## src/hw/rtl/wsd_pkg.sv

```systemverilog
// ----------------------------------------------------------------------------
// WebSocket deframer package
// Shared types and constants for the WebSocket frame deframer.
// ----------------------------------------------------------------------------
package wsd_pkg;

  // Default width of the payload length counter.
  localparam int unsigned LENGTH_BITS_DEF = 64;

  // Second header byte: 7-bit length codes that announce an extended length.
  localparam logic [6:0] LEN_EXT16 = 7'd126;
  localparam logic [6:0] LEN_EXT64 = 7'd127;

  // Number of extended length bytes and mask key bytes.
  localparam logic [3:0] EXT16_BYTES = 4'd2;
  localparam logic [3:0] EXT64_BYTES = 4'd8;
  localparam logic [2:0] MASK_BYTES  = 3'd4;

  // Continuation opcode, and the opcode bit that marks a control frame.
  localparam logic [3:0] OPC_CONTINUATION = 4'h0;
  localparam int unsigned OPC_CTRL_BIT    = 3;

  // Parser phase.
  typedef enum logic [2:0] {
    PH_HDR0    = 3'd0,
    PH_HDR1    = 3'd1,
    PH_EXTLEN  = 3'd2,
    PH_MASK    = 3'd3,
    PH_PAYLOAD = 3'd4
  } wsd_phase_t;

  // One result beat.
  typedef struct packed {
    logic [7:0] payload_byte;
    logic       has_byte;
    logic [3:0] opcode;
    logic       is_control;
    logic       compressed;
    logic       frame_last;
    logic       message_last;
  } wsd_result_t;

endpackage

```

## src/hw/rtl/wsd_parser.sv

```systemverilog
// ----------------------------------------------------------------------------
// WebSocket deframer header parser
// Holds the frame and message state, steps it by one stream byte when
// enabled, and presents the result beat that the byte causes, if any.
// ----------------------------------------------------------------------------
module wsd_parser #(
  parameter int unsigned LENGTH_BITS = wsd_pkg::LENGTH_BITS_DEF
) (
  input  logic                clk,
  input  logic                rst_n,
  input  logic                step_en,
  input  logic [7:0]          byte_i,
  output logic                emit_o,
  output wsd_pkg::wsd_result_t result_o
);

  // State registers.
  wsd_pkg::wsd_phase_t    phase_r, phase_nxt;
  logic                   frame_fin_r, frame_fin_nxt;
  logic [3:0]             frame_opcode_r, frame_opcode_nxt;
  logic                   frame_rsv1_r, frame_rsv1_nxt;
  logic                   mask_present_r, mask_present_nxt;
  logic [3:0]             ext_left_r, ext_left_nxt;
  logic [31:0]            mask_key_r, mask_key_nxt;
  logic [2:0]             mask_left_r, mask_left_nxt;
  logic [1:0]             mask_pos_r, mask_pos_nxt;
  logic [LENGTH_BITS-1:0] remaining_r, remaining_nxt;
  logic [3:0]             msg_opcode_r, msg_opcode_nxt;
  logic                   msg_comp_r, msg_comp_nxt;

  // Shared decode.
  logic [6:0]             len7;
  logic                   len7_ext;
  logic [LENGTH_BITS-1:0] ext_shift;
  logic                   ext_last;
  logic                   mask_last;
  logic                   start;
  logic                   start_zero;
  logic                   is_ctl;
  logic [7:0]             key_byte;
  logic [3:0]             msg_opcode_upd;
  logic                   msg_comp_upd;
  logic                   flast;
  logic                   mlast;

  assign len7      = byte_i[6:0];
  assign len7_ext  = (len7 == wsd_pkg::LEN_EXT16) || (len7 == wsd_pkg::LEN_EXT64);
  assign ext_last  = (ext_left_r == 4'd1);
  assign mask_last = (mask_left_r == 3'd1);
  assign is_ctl    = frame_opcode_r[wsd_pkg::OPC_CTRL_BIT];

  // Extended length: shift in the next byte, saturating when it overflows.
  always_comb begin
    if (remaining_r[LENGTH_BITS-1 -: 8] != 8'd0) begin
      ext_shift = '1;
    end else begin
      ext_shift = {remaining_r[LENGTH_BITS-9:0], byte_i};
    end
  end

  // Payload start, and whether the frame turns out to be empty.
  always_comb begin
    start      = 1'b0;
    start_zero = 1'b0;
    unique case (phase_r)
      wsd_pkg::PH_HDR1: begin
        start      = !len7_ext && !byte_i[7];
        start_zero = (len7 == 7'd0);
      end
      wsd_pkg::PH_EXTLEN: begin
        start      = ext_last && !mask_present_r;
        start_zero = (ext_shift == '0);
      end
      wsd_pkg::PH_MASK: begin
        start      = mask_last;
        start_zero = (remaining_r == '0);
      end
      default: begin
        start      = 1'b0;
        start_zero = 1'b0;
      end
    endcase
  end

  // Next phase.
  always_comb begin
    phase_nxt = phase_r;
    unique case (phase_r)
      wsd_pkg::PH_HDR0: begin
        phase_nxt = wsd_pkg::PH_HDR1;
      end
      wsd_pkg::PH_HDR1: begin
        if (len7_ext) begin
          phase_nxt = wsd_pkg::PH_EXTLEN;
        end else if (byte_i[7]) begin
          phase_nxt = wsd_pkg::PH_MASK;
        end else if (len7 == 7'd0) begin
          phase_nxt = wsd_pkg::PH_HDR0;
        end else begin
          phase_nxt = wsd_pkg::PH_PAYLOAD;
        end
      end
      wsd_pkg::PH_EXTLEN: begin
        if (!ext_last) begin
          phase_nxt = wsd_pkg::PH_EXTLEN;
        end else if (mask_present_r) begin
          phase_nxt = wsd_pkg::PH_MASK;
        end else if (ext_shift == '0) begin
          phase_nxt = wsd_pkg::PH_HDR0;
        end else begin
          phase_nxt = wsd_pkg::PH_PAYLOAD;
        end
      end
      wsd_pkg::PH_MASK: begin
        if (!mask_last) begin
          phase_nxt = wsd_pkg::PH_MASK;
        end else if (remaining_r == '0) begin
          phase_nxt = wsd_pkg::PH_HDR0;
        end else begin
          phase_nxt = wsd_pkg::PH_PAYLOAD;
        end
      end
      wsd_pkg::PH_PAYLOAD: begin
        if (remaining_r == LENGTH_BITS'(1)) begin
          phase_nxt = wsd_pkg::PH_HDR0;
        end else begin
          phase_nxt = wsd_pkg::PH_PAYLOAD;
        end
      end
      default: begin
        phase_nxt = wsd_pkg::PH_HDR0;
      end
    endcase
  end

  // Header fields, length, mask key and position.
  always_comb begin
    frame_fin_nxt    = frame_fin_r;
    frame_opcode_nxt = frame_opcode_r;
    frame_rsv1_nxt   = frame_rsv1_r;
    mask_present_nxt = mask_present_r;
    ext_left_nxt     = ext_left_r;
    mask_key_nxt     = mask_key_r;
    mask_left_nxt    = mask_left_r;
    mask_pos_nxt     = mask_pos_r;
    remaining_nxt    = remaining_r;
    unique case (phase_r)
      wsd_pkg::PH_HDR0: begin
        frame_fin_nxt    = byte_i[7];
        frame_rsv1_nxt   = byte_i[6];
        frame_opcode_nxt = byte_i[3:0];
      end
      wsd_pkg::PH_HDR1: begin
        mask_present_nxt = byte_i[7];
        mask_key_nxt     = '0;
        if (len7 == wsd_pkg::LEN_EXT16) begin
          ext_left_nxt  = wsd_pkg::EXT16_BYTES;
          remaining_nxt = '0;
        end else if (len7 == wsd_pkg::LEN_EXT64) begin
          ext_left_nxt  = wsd_pkg::EXT64_BYTES;
          remaining_nxt = '0;
        end else begin
          remaining_nxt = LENGTH_BITS'(len7);
          if (byte_i[7]) begin
            mask_left_nxt = wsd_pkg::MASK_BYTES;
          end
        end
      end
      wsd_pkg::PH_EXTLEN: begin
        remaining_nxt = ext_shift;
        ext_left_nxt  = ext_left_r - 4'd1;
        if (ext_last && mask_present_r) begin
          mask_left_nxt = wsd_pkg::MASK_BYTES;
        end
      end
      wsd_pkg::PH_MASK: begin
        mask_key_nxt  = {mask_key_r[23:0], byte_i};
        mask_left_nxt = mask_left_r - 3'd1;
      end
      wsd_pkg::PH_PAYLOAD: begin
        mask_pos_nxt  = mask_pos_r + 2'd1;
        remaining_nxt = remaining_r - LENGTH_BITS'(1);
      end
      default: begin
        mask_pos_nxt = mask_pos_r;
      end
    endcase
    if (start) begin
      mask_pos_nxt = 2'd0;
    end
  end

  // Message state as it stands once a data frame's payload begins.
  always_comb begin
    msg_opcode_upd = msg_opcode_r;
    msg_comp_upd   = msg_comp_r;
    if (start && !is_ctl && (frame_opcode_r != wsd_pkg::OPC_CONTINUATION)) begin
      msg_opcode_upd = frame_opcode_r;
      if (frame_rsv1_r) begin
        msg_comp_upd = 1'b1;
      end
    end
  end

  // Key byte for this payload position; the first key byte received is byte 0.
  assign key_byte = 8'(mask_key_r >> {~mask_pos_r, 3'b000});

  // Result beat.
  always_comb begin
    flast = (start && start_zero) ||
            ((phase_r == wsd_pkg::PH_PAYLOAD) && (remaining_r == LENGTH_BITS'(1)));
    emit_o = (start && start_zero) || (phase_r == wsd_pkg::PH_PAYLOAD);
    mlast  = flast && (is_ctl || frame_fin_r);

    result_o.has_byte     = (phase_r == wsd_pkg::PH_PAYLOAD);
    result_o.payload_byte = (phase_r == wsd_pkg::PH_PAYLOAD) ? (byte_i ^ key_byte) : 8'd0;
    result_o.opcode       = is_ctl ? frame_opcode_r : msg_opcode_upd;
    result_o.is_control   = is_ctl;
    result_o.compressed   = is_ctl ? 1'b0 : msg_comp_upd;
    result_o.frame_last   = flast;
    result_o.message_last = mlast;

    msg_opcode_nxt = msg_opcode_upd;
    msg_comp_nxt   = msg_comp_upd;
    if (emit_o && mlast && !is_ctl) begin
      msg_comp_nxt = 1'b0;
    end
  end

  // State update, one stream byte per enabled cycle.
  always_ff @(posedge clk) begin
    if (!rst_n) begin
      phase_r        <= wsd_pkg::PH_HDR0;
      frame_fin_r    <= 1'b0;
      frame_opcode_r <= 4'd0;
      frame_rsv1_r   <= 1'b0;
      mask_present_r <= 1'b0;
      ext_left_r     <= 4'd0;
      mask_key_r     <= 32'd0;
      mask_left_r    <= 3'd0;
      mask_pos_r     <= 2'd0;
      remaining_r    <= '0;
      msg_opcode_r   <= 4'd0;
      msg_comp_r     <= 1'b0;
    end else if (step_en) begin
      phase_r        <= phase_nxt;
      frame_fin_r    <= frame_fin_nxt;
      frame_opcode_r <= frame_opcode_nxt;
      frame_rsv1_r   <= frame_rsv1_nxt;
      mask_present_r <= mask_present_nxt;
      ext_left_r     <= ext_left_nxt;
      mask_key_r     <= mask_key_nxt;
      mask_left_r    <= mask_left_nxt;
      mask_pos_r     <= mask_pos_nxt;
      remaining_r    <= remaining_nxt;
      msg_opcode_r   <= msg_opcode_nxt;
      msg_comp_r     <= msg_comp_nxt;
    end
  end

endmodule

```

## src/hw/rtl/websocket_frame_deframer.sv

```systemverilog
// ----------------------------------------------------------------------------
// WebSocket frame deframer
// Parses a WebSocket byte stream and emits unmasked payload bytes tagged
// with message opcode, control, compression and frame/message end flags.
// ----------------------------------------------------------------------------
// The block takes one stream byte per cycle and gives at most one result beat
// per byte, so it runs at one byte per clock with no gaps while out_stall is low.
// A byte first lands in an input register. Once the output register is free,
// the header parser steps its state and the unmasked result is written into
// the output register. Header bytes give no beat, except the last header
// byte of an empty frame, which gives one beat with has_byte low. Downstream
// stall holds the output register and, once the input register is also full,
// is passed back as in_stall.
module websocket_frame_deframer #(
  parameter int unsigned LENGTH_BITS = wsd_pkg::LENGTH_BITS_DEF
) (
  input  logic       clk,
  input  logic       rst_n,
  input  logic       in_valid,
  output logic       in_stall,
  input  logic [7:0] in_stream_byte,
  output logic       out_valid,
  input  logic       out_stall,
  output logic [7:0] out_payload_byte,
  output logic       out_has_byte,
  output logic [3:0] out_opcode,
  output logic       out_is_control,
  output logic       out_compressed,
  output logic       out_frame_last,
  output logic       out_message_last
);

  logic                in_valid_r;
  logic [7:0]          in_byte_r;
  logic                out_valid_r;
  wsd_pkg::wsd_result_t out_res_r;
  logic                out_free;
  logic                step_en;
  logic                emit;
  wsd_pkg::wsd_result_t res;

  // The output register can take a new beat when empty or being drained.
  assign out_free = !out_valid_r || !out_stall;
  assign step_en  = in_valid_r && out_free;
  assign in_stall = in_valid_r && !out_free;

  // Input register.
  always_ff @(posedge clk) begin
    if (!rst_n) begin
      in_valid_r <= 1'b0;
    end else if (!in_stall) begin
      in_valid_r <= in_valid;
    end
  end

  always_ff @(posedge clk) begin
    if (in_valid && !in_stall) begin
      in_byte_r <= in_stream_byte;
    end
  end

  wsd_parser #(
    .LENGTH_BITS(LENGTH_BITS)
  ) u_parser (
    .clk      (clk),
    .rst_n    (rst_n),
    .step_en  (step_en),
    .byte_i   (in_byte_r),
    .emit_o   (emit),
    .result_o (res)
  );

  // Output register.
  always_ff @(posedge clk) begin
    if (!rst_n) begin
      out_valid_r <= 1'b0;
    end else if (out_free) begin
      out_valid_r <= step_en && emit;
    end
  end

  always_ff @(posedge clk) begin
    if (step_en && emit) begin
      out_res_r <= res;
    end
  end

  assign out_valid        = out_valid_r;
  assign out_payload_byte = out_res_r.payload_byte;
  assign out_has_byte     = out_res_r.has_byte;
  assign out_opcode       = out_res_r.opcode;
  assign out_is_control   = out_res_r.is_control;
  assign out_compressed   = out_res_r.compressed;
  assign out_frame_last   = out_res_r.frame_last;
  assign out_message_last = out_res_r.message_last;

endmodule

```

## config.mk

```make
export PLATFORM = sky130hd
export DESIGN_NAME = websocket_frame_deframer
export DESIGN_NICKNAME = d
export VERILOG_FILES = /design/src/hw/rtl/wsd_pkg.sv /design/src/hw/rtl/wsd_parser.sv /design/src/hw/rtl/websocket_frame_deframer.sv
export SDC_FILE = /design/constraint.sdc
export NUM_CORES = 1
export LEC_CHECK = 0
export BUFFER_PORTS_ARGS = -buffer_cell sky130_fd_sc_hd__buf_2
export CELL_PAD_IN_SITES_DETAIL_PLACEMENT = 1
export CELL_PAD_IN_SITES_GLOBAL_PLACEMENT = 1
export CORE_ASPECT_RATIO = 1.75
export CORE_UTILIZATION = 35
export CTS_CLUSTER_DIAMETER = 40
export CTS_CLUSTER_SIZE = 30
export DETAILED_ROUTE_END_ITERATION = 10
export GPL_ROUTABILITY_DRIVEN = 0
export PLACE_DENSITY_LB_ADDON = 0.1
export SLEW_MARGIN = 25
export SYNTH_ARGS = -nofsm -noshare
export SYNTH_HDL_FRONTEND = slang
export SYNTH_SLANG_ARGS = --single-unit
```

## constraint.sdc

```tcl
create_clock -name clk -period 3.7 [get_ports clk]
set_input_delay 0 -clock clk [delete_from_list [all_inputs] [get_ports clk]]
set_output_delay 0 -clock clk [all_outputs]
set_load 0.005 [all_outputs]
```

# After elaboration in Yosys (flattened, before gate mapping)
# Index checks and enable logic that the tools add are counted.
[totals]
ff_bits = 147
inputBits = 12
word_cells = 121
[classes]
add_sub_neg = 4
n_eq_ne = 14
shifts = 1
muxes = 32
bitwise = 2
n_reduce_logical = 45
[op_table]
columns = ["op", "count"]
rows = [
  ["case mux 64 bit (3 select lines)", 1],
  ["zero test 64 bit", 2],
  ["two-way mux 64 bit", 2],
  ["== test 64 x 1 -> 1 bit (second input constant)", 1],
  ["case mux 32 bit (2 select lines)", 1],
  ["subtractor 64 x 1 -> 64 bit (second input constant)", 1],
  ["two-way mux 3 bit", 14],
  [">> shifter 32 x 5 -> 8 bit", 1],
  ["case mux 3 bit (5 select lines)", 1],
  ["== test 7 bit (second input constant)", 2],
  ["logical AND 1 bit", 14],
  ["two-way mux 4 bit", 3],
  ["AND reduction 2 bit", 5],
  ["case mux 3 bit (3 select lines)", 1],
  ["zero test 1 bit", 8],
  ["case mux 4 bit (2 select lines)", 1],
  ["nonzero test 8 bit", 1],
  ["bitwise XOR 8 bit", 1],
  ["zero test 7 bit", 1],
  ["two-way mux 7 bit", 1],
  ["== test 3 x 1 -> 1 bit (second input constant)", 2],
  ["== test 3 x 2 -> 1 bit (second input constant)", 2],
  ["inequality test 2 bit (second input constant)", 3],
  ["case mux 1 bit (3 select lines)", 2],
  ["other kinds (17)", 27],
]

# Longest topological paths before layout
# Gate-level depths: netlist (run 1).
[depth]
ltp_word = 11
mapped_depth = 9
mapped_depth_nobuf = 8

# By module
# From an unflattened synthesis (run 1), not the netlist that was laid out.
[hier_totals]
hier_cells = 941
hier_area_um2 = 7836.3
[by_module_without_submodules]
columns = ["mod", "instances", "cells_per_inst", "area_each_um2", "seq_area_each_um2"]
rows = [
  ["wsd_parser", 1, 906, 6994.2, 2402.3],
  ["websocket_frame_deframer", 1, 35, 842.1, 790.8],
]

# Least setup slack after synthesis (run 1)
# Ideal clock, no wire load.
[synth_timing]
path_type = "register -> register"
start = "register u_parser.ext_left_r[0]"
end = "register out_res_r, in the netlist out_compressed (enable)"
setup_ns = 0.390
t_arrival_ns = 2.564
t_required_ns = 3.310
setup_slack_ns = 0.746
stages_incl_launch_ff = 8
n_path_buf = 0
synth_period_minus_slack_ns = 2.954
cell_sequence = "dfxtp_1 > ha_1 > or4b_2 > o22ai_1 > o21bai_1 > nand4_1 > and3_1 > nor2_1"
[synth_between]
elab_chain_len = 6
[synth_rtl]
columns = ["element", "line", "text"]
rows = [
  ["start: declaration", "wsd_parser.sv:23", "logic [3:0] ext_left_r, ext_left_nxt;"],
  ["start signal: assignment", "wsd_parser.sv:251", "ext_left_r <= ext_left_nxt;"],
  ["== test 4 x 1 -> 1 bit", "wsd_parser.sv:48", "assign ext_last = (ext_left_r == 4'd1);"],
  ["logical AND 1 bit", "wsd_parser.sv:71", "start = ext_last && !mask_present_r;"],
  ["case mux 1 bit (3 select lines)", "wsd_parser.sv:65", "unique case (phase_r)"],
  ["logical AND 1 bit", "wsd_parser.sv:212", "emit_o = (start && start_zero) || (phase_r == wsd_pkg::PH_PAYLOAD);"],
  ["logical OR 1 bit", "wsd_parser.sv:212", ""],
  ["logical AND 1 bit", "websocket_frame_deframer.sv:83", "if (step_en && emit) begin"],
  ["end signal: assignment", "websocket_frame_deframer.sv:84", "out_res_r <= res;"],
  ["end: declaration", "websocket_frame_deframer.sv:36", "wsd_pkg::wsd_result_t out_res_r;"],
]
# No other way between the ends.
# A chain may end at the register's enable or synchronous reset.

# Worst setup path after layout (run 1)
[layout_timing]
start = "register u_parser.phase_r[1]"
end = "register out_res_r, in the netlist out_opcode[2] (enable)"
[layout_between]
elab_chain_len = 5
[layout_rtl]
columns = ["element", "line", "text"]
rows = [
  ["start: declaration", "wsd_parser.sv:18", "wsd_pkg::wsd_phase_t phase_r, phase_nxt;"],
  ["start signal: assignment", "wsd_parser.sv:233", "phase_r <= wsd_pkg::PH_HDR0;"],
  ["start signal: assignment", "wsd_parser.sv:246", "phase_r <= phase_nxt;"],
  ["== test 3 x 2 -> 1 bit or == test 3 x 1 -> 1 bit (tied branches)", "wsd_parser.sv:65", ""],
  ["case mux 1 bit (3 select lines)", "wsd_parser.sv:65", ""],
  ["logical AND 1 bit", "wsd_parser.sv:212", ""],
  ["logical OR 1 bit (*)", "wsd_parser.sv:212", ""],
  ["logical AND 1 bit (*)", "websocket_frame_deframer.sv:83", ""],
]
# Every way passes the cells marked *; elsewhere a longest branch is shown, timed or not.

==> run summary, run 1 <==
Post-route cell area -> 0.009380 sq mm
Synthesized area -> 0.008212 sq mm
# rows -> 73
Min Tclk post-route -> 2.826 ns
Post-Layout Cell Count -> 1315
Final Core Density -> 41.08%
Post-CTS Setup Inserts -> 0
CTS Buf Count -> 17
Vias in the first global route -> 8238
Clk buf depth -> 2
Met1 Usage GRT -> 25.41%
Total grt overflow -> 0
CTS tree -> done
Worst path required time -> 3.84 ns
CP delay by family, top -> simple AND/OR/NAND/NOR gates
Worst setup SP type -> flip-flop
Clock Skew -> 0.009763 ns
Sequential share of the synthesized area -> 38.88%
RSZ-0062 raised after global routing -> no
Global-route wire length before repair -> 46840 um
Worst setup margin -> 0.8737 ns
Placed Area -> 0.008690 sq mm
Routed wire per std cell -> 22.38 um
CTS Root Cell -> clkbuf_16
Buffers & Inverters on Critical Path -> 1
Initial Util -> 35.96%
Worst path arrival time -> 2.97 ns
DR vias/cell -> 5.979
Sw frac -> 31.94%
Hold Slack -> 0.02685 ns
Clock network power share -> 41.0%
WP depth -> 7
M3 GR Usage -> 3.202%
Logic pwr share -> 18.9%
Reg2Reg Setup Slack -> 0.87 ns
Post-synth net total -> 1008
Crit path cell chain -> or3b_1 > or3_1 > o31ai_1 > nand4_1 > and3_1 > nor2_1 > buf_4
Number of synthesized flops with an enable pin -> 25
Leak pwr -> 3.251 nW
DP HPWL -> 20440 um
DRT iter0 DRCs -> 381
Placed insts -> 1273
Sequential power share -> 40.1%
Worst hold path class -> in2reg
Ys Warns -> 0
Psw -> 1.371 mW
PD cells -> 457.5 mW/mm^2
Power, Total -> 4.292 mW
Number of buffers added on ports -> 30
Busiest metal layer after global routing -> met2
Clock-pin slew on the worst setup and hold paths -> 0.06 ns
Syn Inst Count -> 989
Sink Count -> 147
Critical path launch point -> u_parser.phase_r[1]$_SDFFE_PN0P_
Distinct cells, synth -> 79
Final #Nets -> 1021
Die height -> 204.6 um
Post-cts resize count -> 0
DRC viols -> 0
Async set-reset flop share out of synthesis -> 0%
Final worst-path cycle share -> 76.39%
Worst VDD drop -> 366.4 uV
Max stage delay cell, worst path -> dfxtp_1
Routed via count -> 7863
RR Endpoint -> out_opcode[2]$_DFFE_PP_
Final setup fails -> 0
Core area -> 0.02283 sq mm
Final setup TNS -> 0 ns
Pre-antenna DRT Iters -> 5
Max-cap viol count -> 0
Ys flop type -> dfxtp_1
Die Width -> 117.8 um
Worst setup endpoint -> out_opcode[2]$_DFFE_PP_
Met2 Track Usage GR -> 48.42%
Internal power -> 2.921 mW
Crit Path Category -> reg2reg
P&R area growth vs syn -> 14.23%
Initial antenna violation count -> 0
CTS H-tree depth -> 4
Die area -> 0.02410 sq mm
Top-Level Pins -> 31
Reg-to-Reg Start -> u_parser.phase_r[1]$_SDFFE_PN0P_
Ant diodes -> 0
CP max stage delay -> 0.58 ns
Cts hold-fix bufs -> 10
Worst slack, placed -> 0.8637 ns
Setup crit end kind -> flip-flop
Actual slew at the worst max-slew pin -> 0.8457 ns
Peak Freq -> 353.8 MHz
GRT Total Usage -> 25.44%
Filler Cell Count -> 2752
DRT Wirelength -> 29430 um
Worst slew margin -> 43.48%
Yosys reg bits -> 147
Number of hold violations in the final report -> 0
Layout cells sized above 1 -> 13.40%
Status -> complete, no violations
Clk Latency, worst-skew pair -> 0.46 ns
Avg Cell Area, Syn -> 8.303 sq um
Pin count of the biggest net entering global routing -> 78
Worst-case reg-to-reg path depth -> 7
ANT nets after route -> 0
Max Slew Vio Count -> 0
Critical path peak fanout -> 17
synthesized netlist by cell type, drive strengths merged, types with 5 or more instances:
master,number,area [sq um]
o31a,6,52.55
nand2,94,352.8
o31ai,7,52.55
edfxtp,25,750.7
a21oi,89,449.2
nand3,70,360.3
a221o,8,80.08
nor2b,5,31.28
inv,13,48.80
a221oi,9,78.83
nor4,28,305.3
a211oi,5,37.54
buf,13,71.32
xnor2,9,78.83
o21a,12,90.09
ha,7,87.58
o22ai,6,37.54
clkbuf,60,226.5
nor3,38,246.5
nor2,106,400.4
mux4,8,180.2
a21o,9,67.56
mux2i,20,200.2
a31oi,16,100.1
o211a,6,60.06
dfxtp,122,2442
o211ai,16,130.1
o21ai,86,430.4
nand2b,6,37.54
and3,10,62.56
nand4,12,90.09
worst register-to-register path, cell delays in order, from the launching register on:
cell	delay, ns
dfxtp_1	0.58
or3b_1	0.56
or3_1	0.40
o31ai_1	0.30
nand4_1	0.13
and3_1	0.19
nor2_1	0.08
buf_4	0.25
power groups by stage:
| stage | clock network, mW | logic, mW | registers, mW |
|---|---|---|---|
| after floorplan | 0 | 0.565 | 1.73 |
| after global routing | 1.85 | 0.878 | 1.73 |
| final | 1.76 | 0.810 | 1.72 |
| after CTS | 1.80 | 0.812 | 1.72 |
| after detailed placement | 0 | 0.799 | 1.76 |
| after global placement | 0 | 0.800 | 1.76 |
kinds of logic after synthesis:
group | count (synthesis) | share of synthesized area, %
AOI/OAI and AO/OA | 314 | 24.49
adders and majority gates | 7 | 1.067
xor gates and xnor gates | 11 | 1.173
and+or+nand+nor | 391 | 24.94
DFF | 147 | 38.88
muxes | 32 | 5.180
buffers and inverters | 87 | 4.266
area by class of cell:
type                       count  area (sq um)  share of cell area [%]
sequential                   147          3193                   34.04
inverter                      14         52.55                  0.5602
tap                          300         375.4                   4.002
clock inverter                14         152.6                   1.627
multi-input combinational    755          4687                   49.97
clock buffer                  18         429.2                   4.575
timing repair buffer          67         490.5                   5.229
state kept, by name, summed over array words and instances, names as in the netlist, 2 cells and up:
name / flops
out_payload_byte: 8
u_parser.mask_key_r: 32
u_parser.ext_left_r: 4
u_parser.phase_r: 3
u_parser.remaining_r: 64
u_parser.mask_pos_r: 2
u_parser.frame_opcode_r: 4
u_parser.msg_opcode_r: 4
in_byte_r: 8
u_parser.mask_left_r: 3
out_opcode: 4
placed cells by master (no fill, tap or decap), types with 7 or more instances in the layout:
master         Yosys  routed
buf_2              6      30
o21a_1            12      12
mux4_2             8       8
buf_4              0      24
a21oi_1           88      88
nor2_1           105     104
ha_1               7       7
o21ai_0           84      84
a31oi_1           16      16
a21o_1             9       9
mux2i_1           20      20
o31ai_1            7       7
dlygate4sd3_1      0      10
dfxtp_1          122     122
nor4_4             7       8
and3_1            10      10
nand3_1           68      68
inv_1             13      13
nor4_1            17      17
a221o_1            8       8
edfxtp_1          25      25
nor3_2             9       9
o211ai_1          14      14
a221oi_1           9       9
nand4_1           11      11
nor3_1            28      28
xnor2_1            9       9
nand2_1           94      94
clkbuf_16          0      17
layer usage:
metal  wire length (um)  vias up
li1                   -     3727
met3                723       73
met5                  0        -
met4               1558        0
met2              16280      148
met1              10870     3915
how the worst min path moves through the flow:
stage / start / end / slack, ns / cells past startpoint
detailed placement: in_stream_byte[7] / in_byte_r[7]$_DFFE_PP_ / 0.18 / 1
finish: rst_n / u_parser.remaining_r[25]$_SDFFE_PN0P_ / 0.03 / 2
global placement: in_stream_byte[4] / in_byte_r[4]$_DFFE_PP_ / 0.18 / 1
CTS: rst_n / u_parser.remaining_r[25]$_SDFFE_PN0P_ / 0.003 / 2
floorplan: in_stream_byte[0] / in_byte_r[0]$_DFFE_PP_ / 0.1 / 0
global route: rst_n / u_parser.remaining_r[25]$_SDFFE_PN0P_ / 0.02 / 2
No activity file was read; power rests on OpenSTA's default activity.
==> run 2, diff against run 1 <==
- clock period: 3.7 -> 2.9 ns (I/O delays scaled with it)
==> run 2 against run 1 <==
Non-clock buffer count increased by 35; count of clock-buffer cells in the layout grew 1; die area stayed put; critical path type unchanged; largest cell class unchanged; largest power group unchanged.
==> run summary, run 2 (same netlist as run 1, synthesis figures left out) <==
Status -> complete, no violations
Pin count of the biggest net entering global routing -> 56 (-28%)
Most common cell after layout, fill and taps aside -> dfxtp_1
PD cells -> 580.3 mW/mm^2 (+27%)
Worst hold path class -> in2reg
Layout cells sized above 1 -> 16.19% (+2.8 points)
Pre-antenna DRT Iters -> 4 (-1)
Final Core Density -> 42.36% (+1.3 points)
Worst path required time -> 3.17 ns (-0.67 ns)
Routed via count -> 7990 (+1.6%)
Max stage delay cell, worst path -> or4b_2
Die height -> 204.6 um (unchanged)
Sw frac -> 31.20% (-0.74 points)
Clk Latency, worst-skew pair -> 0.45 ns (about the same)
ANT nets after route -> 0 (unchanged)
Min Tclk post-route -> 2.667 ns (-0.1591 ns)
Routed wire per std cell -> 22.84 um (+2.1%)
Final #Nets -> 1056 (+3.4%)
CP delay by family, top -> simple AND/OR/NAND/NOR gates
Max Slew Vio Count -> 0 (unchanged)
Crit Path Category -> reg2reg
CP max stage delay -> 0.65 ns (+0.07 ns)
Post-cts resize count -> 0 (unchanged)
Worst setup SP type -> flip-flop
Max reg flops -> 64 (unchanged)
Internal power -> 3.862 mW (+32%)
Power, Total -> 5.613 mW (+31%)
CTS tree -> done
Ant diodes -> 0 (unchanged)
Most frequent cells in the layout -> 122 x dfxtp_1, 103 x nor2_1, 94 x nand2_1, 88 x a21oi_1, 84 x o21ai_0
DR vias/cell -> 5.919 (-1.0%)
CTS Root Cell -> clkbuf_16
Die area -> 0.02410 sq mm (unchanged)
Met1 Usage GRT -> 25.57% (+0.16 points)
Total grt overflow -> 0 (unchanged)
Initial Util -> 35.96% (unchanged)
Final worst-path cycle share -> 91.97% (+16 points)
Worst slew margin -> 32.67% (-11 points)
Worst VDD drop -> 500.4 uV (+37%)
Top-Level Pins -> 31 (unchanged)
DRT Wirelength -> 30840 um (+4.8%)
Sink Count -> 147 (unchanged)
P&R area growth vs syn -> 17.80%
Crit path cell chain -> ha_1 > or4b_2 > o22ai_1 > o21bai_1 > nand4_1 > and3_1 > a211oi_1
Critical path peak fanout -> 6 (-11)
Initial antenna violation count -> 0 (unchanged)
Clock network power share -> 40.7% (-0.3 points)
Clock Skew -> 0.01157 ns (+0.001803 ns)
Top flop regs -> u_parser.remaining_r: 64 flops, u_parser.mask_key_r: 32 flops
Worst Hold Depth -> 4 (+2)
DP HPWL -> 22120 um (+8.2%)
Number of hold violations in the final report -> 0 (unchanged)
Worst path arrival time -> 2.94 ns (-0.03 ns)
WP depth -> 7 (unchanged)
Psw -> 1.751 mW (+28%)
Met2 Track Usage GR -> 50.38% (+2.0 points)
Final setup fails -> 0 (unchanged)
Peak Freq -> 374.9 MHz (+6.0%)
Busiest metal layer after global routing -> met2
Leak pwr -> 3.430 nW (+5.5%)
GRT Total Usage -> 26.33% (+0.90 points)
Sequential power share -> 39.0% (-1.1 points)
Largest Register -> u_parser.remaining_r
Filler Cell Count -> 2742 (-0.36%)
Core area -> 0.02283 sq mm (unchanged)
DRC viols -> 0 (unchanged)
Max-cap viol count -> 0 (unchanged)
Final setup TNS -> 0 ns (unchanged)
RSZ-0062 raised after global routing -> no
Actual slew at the worst max-slew pin -> 1.006 ns (+0.1605 ns)
DRT iter0 DRCs -> 401 (+5.2%)
Vias in the first global route -> 8287 (+0.59%)
CTS H-tree depth -> 4 (unchanged)
Number of buffers added on ports -> 30 (unchanged)
Buffers & Inverters on Critical Path -> 0 (-1)
Global-route wire length before repair -> 47800 um (+2.1%)
Worst-case reg-to-reg path depth -> 7 (unchanged)
Logic pwr share -> 20.3% (+1.4 points)
CTS Buf Count -> 17 (unchanged)
Clk buf depth -> 2 (unchanged)
Clock-pin slew on the worst setup and hold paths -> 0.06 ns (about the same)
M3 GR Usage -> 4.009% (+0.81 points)
Die Width -> 117.8 um (unchanged)
Setup crit end kind -> flip-flop
# rows -> 73 (unchanged)
run 2: cell types whose count changed in the layout (fill, tap and decap cells not counted), sizes merged:
cell	before	now
buf	57	92
bufinv	2	3
clkbuf	18	19
clkinv	5	6
inv	18	15
run 2: layout make-up:
| cell class | instances | area [sq um] | area share (%) |
|---|---|---|---|
| Tap cell | 300 | 375.4 | 3.880 |
| Sequential cell | 147 | 3193 | 33.01 |
| Multi-Input combinational cell | 755 | 4681 | 48.39 |
| Clock buffer | 19 | 432.9 | 4.475 |
| Timing Repair Buffer | 102 | 778.2 | 8.046 |
| Clock inverter | 13 | 160.2 | 1.656 |
| Inverter | 14 | 52.55 | 0.5433 |
run 2: metal layers:
layer,share of wire (%),routed length (um),vias up
met4,5.8,1792,0
met1,36,11210,3952
met5,0,0,-
met2,55,17060,158
li1,-,-,3790
met3,2.5,774,90
run 2: final timing paths:
kind / startpoint / endpoint / slack, ns
setup / recovery: u_parser.ext_left_r[0]$_SDFFE_PN0P_ / out_valid$_SDFFE_PN0N_ / 0.23
hold / removal: out_stall / in_valid_r$_SDFFE_PN0N_ / 0.04
hold reg to reg: u_parser.mask_key_r[31]$_SDFFE_PN0P_ / u_parser.mask_key_r[31]$_SDFFE_PN0P_ / 0.46
setup reg to reg: u_parser.ext_left_r[0]$_SDFFE_PN0P_ / out_valid$_SDFFE_PN0N_ / 0.23
run 2: power groups by stage:
stage          registers (mW)  clock network [mW]  logic (mW)
3_5_place_dp             2.23                   0        1.13
5_1_grt                  2.19                2.40        1.22
4_1_cts                  2.19                2.34        1.14
6_report                 2.19                2.29        1.14
2_1_floorplan            2.20                   0       0.721
3_3_place_gp             2.23                   0        1.12
run 2: tightest hold or removal path, stage by stage:
cell and delay (ns):
buf_2 0.12, and3_1 0.21, nor2_1 0.05, nor2_1 0.07
run 2: metrics by stage:
stage,std cells,worst slack (ns),hold WS (ns),instance area (sq um)
global route,1350,0.09826,0.05103,9673
CTS,1350,0.2623,0.02172,9673
floorplan,989,0.2195,0.09887,8214
finish,1350,0.2328,0.04284,9673
detailed placement,1308,0.2798,0.1791,8980
global placement,1308,0.3354,0.1768,8980
run 2: what timing repair did:
action	4_1_cts	5_1_grt
setup buffers	0	0
hold buffers	10	0
hold endpoints to repair	11	0
==> run 3, diff against run 2 <==
- clock period: 2.9 -> 2.7 ns (I/O delays scaled with it)
==> run 3 against run 2 <==
Sequential share of layout area down 0.70 points; critical path type unchanged; clock power up 5%; fmax increased by 6.9%; routed wire length grew 0.80%; largest power group unchanged.
==> run summary, run 3 (same netlist as run 1, synthesis figures left out) <==
Status -> complete, no violations
PD cells -> 612.8 mW/mm^2 (+5.6%)
Final Core Density -> 43.28% (+0.92 points)
# rows -> 73 (unchanged)
Worst path arrival time -> 2.69 ns (-0.25 ns)
Final worst-path cycle share -> 92.42% (+0.45 points)
Routed wire per std cell -> 22.62 um (-0.96%)
Crit path cell chain -> inv_1 > ha_1 > or4b_2 > o22ai_2 > o21bai_4 > buf_4 > o31a_1 > nor2_1 > mux2_2
Sw frac -> 31.95% (+0.75 points)
Pre-antenna DRT Iters -> 5 (+1)
Worst slack, placed -> 0.04152 ns (-0.2383 ns)
Psw -> 1.935 mW (+10%)
Critical path peak fanout -> 6 (unchanged)
Max reg flops -> 64 (unchanged)
Max stage delay cell, worst path -> or4b_2
Setup crit end kind -> flip-flop
Placed insts -> 1332 (+1.8%)
Worst setup margin -> 0.2046 ns (-0.02820 ns)
CTS tree -> done
Core area -> 0.02283 sq mm (unchanged)
RSZ-0062 raised after global routing -> no
Clk Latency, worst-skew pair -> 0.45 ns (about the same)
Post-Layout Cell Count -> 1374 (+1.8%)
Die Width -> 117.8 um (unchanged)
DRT iter0 DRCs -> 381 (-5.0%)
Sequential power share -> 38.6% (-0.4 points)
DP HPWL -> 22190 um (+0.32%)
Final setup TNS -> 0 ns (unchanged)
Leak pwr -> 3.558 nW (+3.7%)
Actual slew at the worst max-slew pin -> 0.8554 ns (-0.1508 ns)
Routed met1 length -> 11250 um (+0.33%)
Final #Nets -> 1080 (+2.3%)
Worst VDD drop -> 761.9 uV (+52%)
Logic pwr share -> 21.7% (+1.4 points)
GRT Total Usage -> 26.79% (+0.46 points)
Initial antenna violation count -> 0 (unchanged)
Global-route wire length before repair -> 48720 um (+1.9%)
Final setup fails -> 0 (unchanged)
Pin count of the biggest net entering global routing -> 70 (+25%)
Ant diodes -> 0 (unchanged)
Clk buf depth -> 2 (unchanged)
Max layer used -> met4
Most common cell after layout, fill and taps aside -> dfxtp_1
Largest Register -> u_parser.remaining_r
Worst hold path class -> in2reg
Total grt overflow -> 0 (unchanged)
CTS Buf Count -> 17 (unchanged)
DRT Wirelength -> 31080 um (+0.80%)
Top-Level Pins -> 31 (unchanged)
Sink Count -> 147 (unchanged)
Worst slew margin -> 42.98% (+10 points)
Crit Path Category -> reg2reg
Worst path required time -> 2.90 ns (-0.27 ns)
CTS Root Cell -> clkbuf_16
Min Tclk post-route -> 2.495 ns (-0.1718 ns)
Internal power -> 4.121 mW (+6.7%)
Clock network power share -> 39.8% (-0.9 points)
Initial Util -> 35.96% (unchanged)
Number of hold violations in the final report -> 0 (unchanged)
Layout cells sized above 1 -> 18.62% (+2.4 points)
DR vias/cell -> 5.930 (+0.20%)
Vias in the first global route -> 8672 (+4.6%)
CTS H-tree depth -> 4 (unchanged)
Max Slew Vio Count -> 0 (unchanged)
Metal2 WL -> 17250 um (+1.1%)
Die area -> 0.02410 sq mm (unchanged)
Peak Freq -> 400.7 MHz (+6.9%)
Clock-pin slew on the worst setup and hold paths -> 0.07 ns (about the same)
Worst setup SP type -> flip-flop
Max-cap viol count -> 0 (unchanged)
P&R area growth vs syn -> 20.36%
Met3 routed WL -> 808 um (+4.4%)
ANT nets after route -> 0 (unchanged)
Hold Slack -> 0.06461 ns (+0.02177 ns)
Number of buffers added on ports -> 30 (unchanged)
Clock Skew -> 0.01023 ns (-0.001338 ns)
Routed via count -> 8148 (+2.0%)
CP max stage delay -> 0.63 ns (-0.02 ns)
Most frequent cells in the layout -> 122 x dfxtp_1, 103 x nor2_1, 94 x nand2_1, 88 x a21oi_1, 84 x o21ai_0
DRC viols -> 0 (unchanged)
Die height -> 204.6 um (unchanged)
Top flop regs -> u_parser.remaining_r: 64 flops, u_parser.mask_key_r: 32 flops
-- run 3: layer usage --
layer / vias to the layer above / GRT usage (%)
li1: 3845 / -
met1: 4065 / 25.37
met2: 156 / 51.72
met3: 82 / 5.039
met4: 0 / 17.86
met5: - / 0
-- run 3: worst paths after layout --
kind	startpoint	depth (start not counted)	end	slack, ns
max	u_parser.ext_left_r[1]$_SDFFE_PN0P_	9	out_opcode[2]$_DFFE_PP_	0.20
min	rst_n	2	u_parser.remaining_r[56]$_SDFFE_PN0P_	0.06
max reg2reg	u_parser.ext_left_r[1]$_SDFFE_PN0P_	9	out_opcode[2]$_DFFE_PP_	0.20
min reg2reg	u_parser.msg_opcode_r[3]$_SDFFE_PN0P_	2	u_parser.msg_opcode_r[3]$_SDFFE_PN0P_	0.45
-- run 3: cell type report --
| class | instances | area (sq um) |
|---|---|---|
| Clock buffer | 17 | 425.4 |
| Inverter | 14 | 52.55 |
| Sequential cell | 147 | 3193 |
| Timing Repair Buffer | 126 | 983.4 |
| Fill cell | 2771 | 12950 |
| Clock inverter | 15 | 155.1 |
| Tap cell | 300 | 375.4 |
| Multi-Input combinational cell | 755 | 4698 |
-- run 3: power by group through the flow --
stage	Combinational (mW)	Clock (mW)	Sequential [mW]
2_1_floorplan	0.775	0	2.37
3_3_place_gp	1.29	0	2.39
3_5_place_dp	1.30	0	2.39
4_1_cts	1.31	2.48	2.34
5_1_grt	1.42	2.55	2.34
6_report	1.31	2.41	2.34
-- run 3: what timing repair did --
item,4_1_cts,5_1_grt
hold endpoints to repair,10,0
gates resized for setup,0,3
setup endpoints to repair,0,25
hold buffers,10,0
setup buffers,0,0
-- run 3: critical path, delay by kind of cell (launching register included) --
kind | cells | cell delay [ns]
compound gates | 3 | 0.50
fa+ha+maj | 1 | 0.16
flops | 1 | 0.32
buf+inv | 2 | 0.25
simple gates | 2 | 0.72
mux | 1 | 0.28
-- run 3: metrics by stage --
step                      cell area (sq um)  power, mW
after global placement                 9185      3.674
after global routing                   9883      6.309
after CTS                              9866      6.125
final                                  9883      6.056
after detailed placement               9185      3.683
after floorplan                        8214      3.141
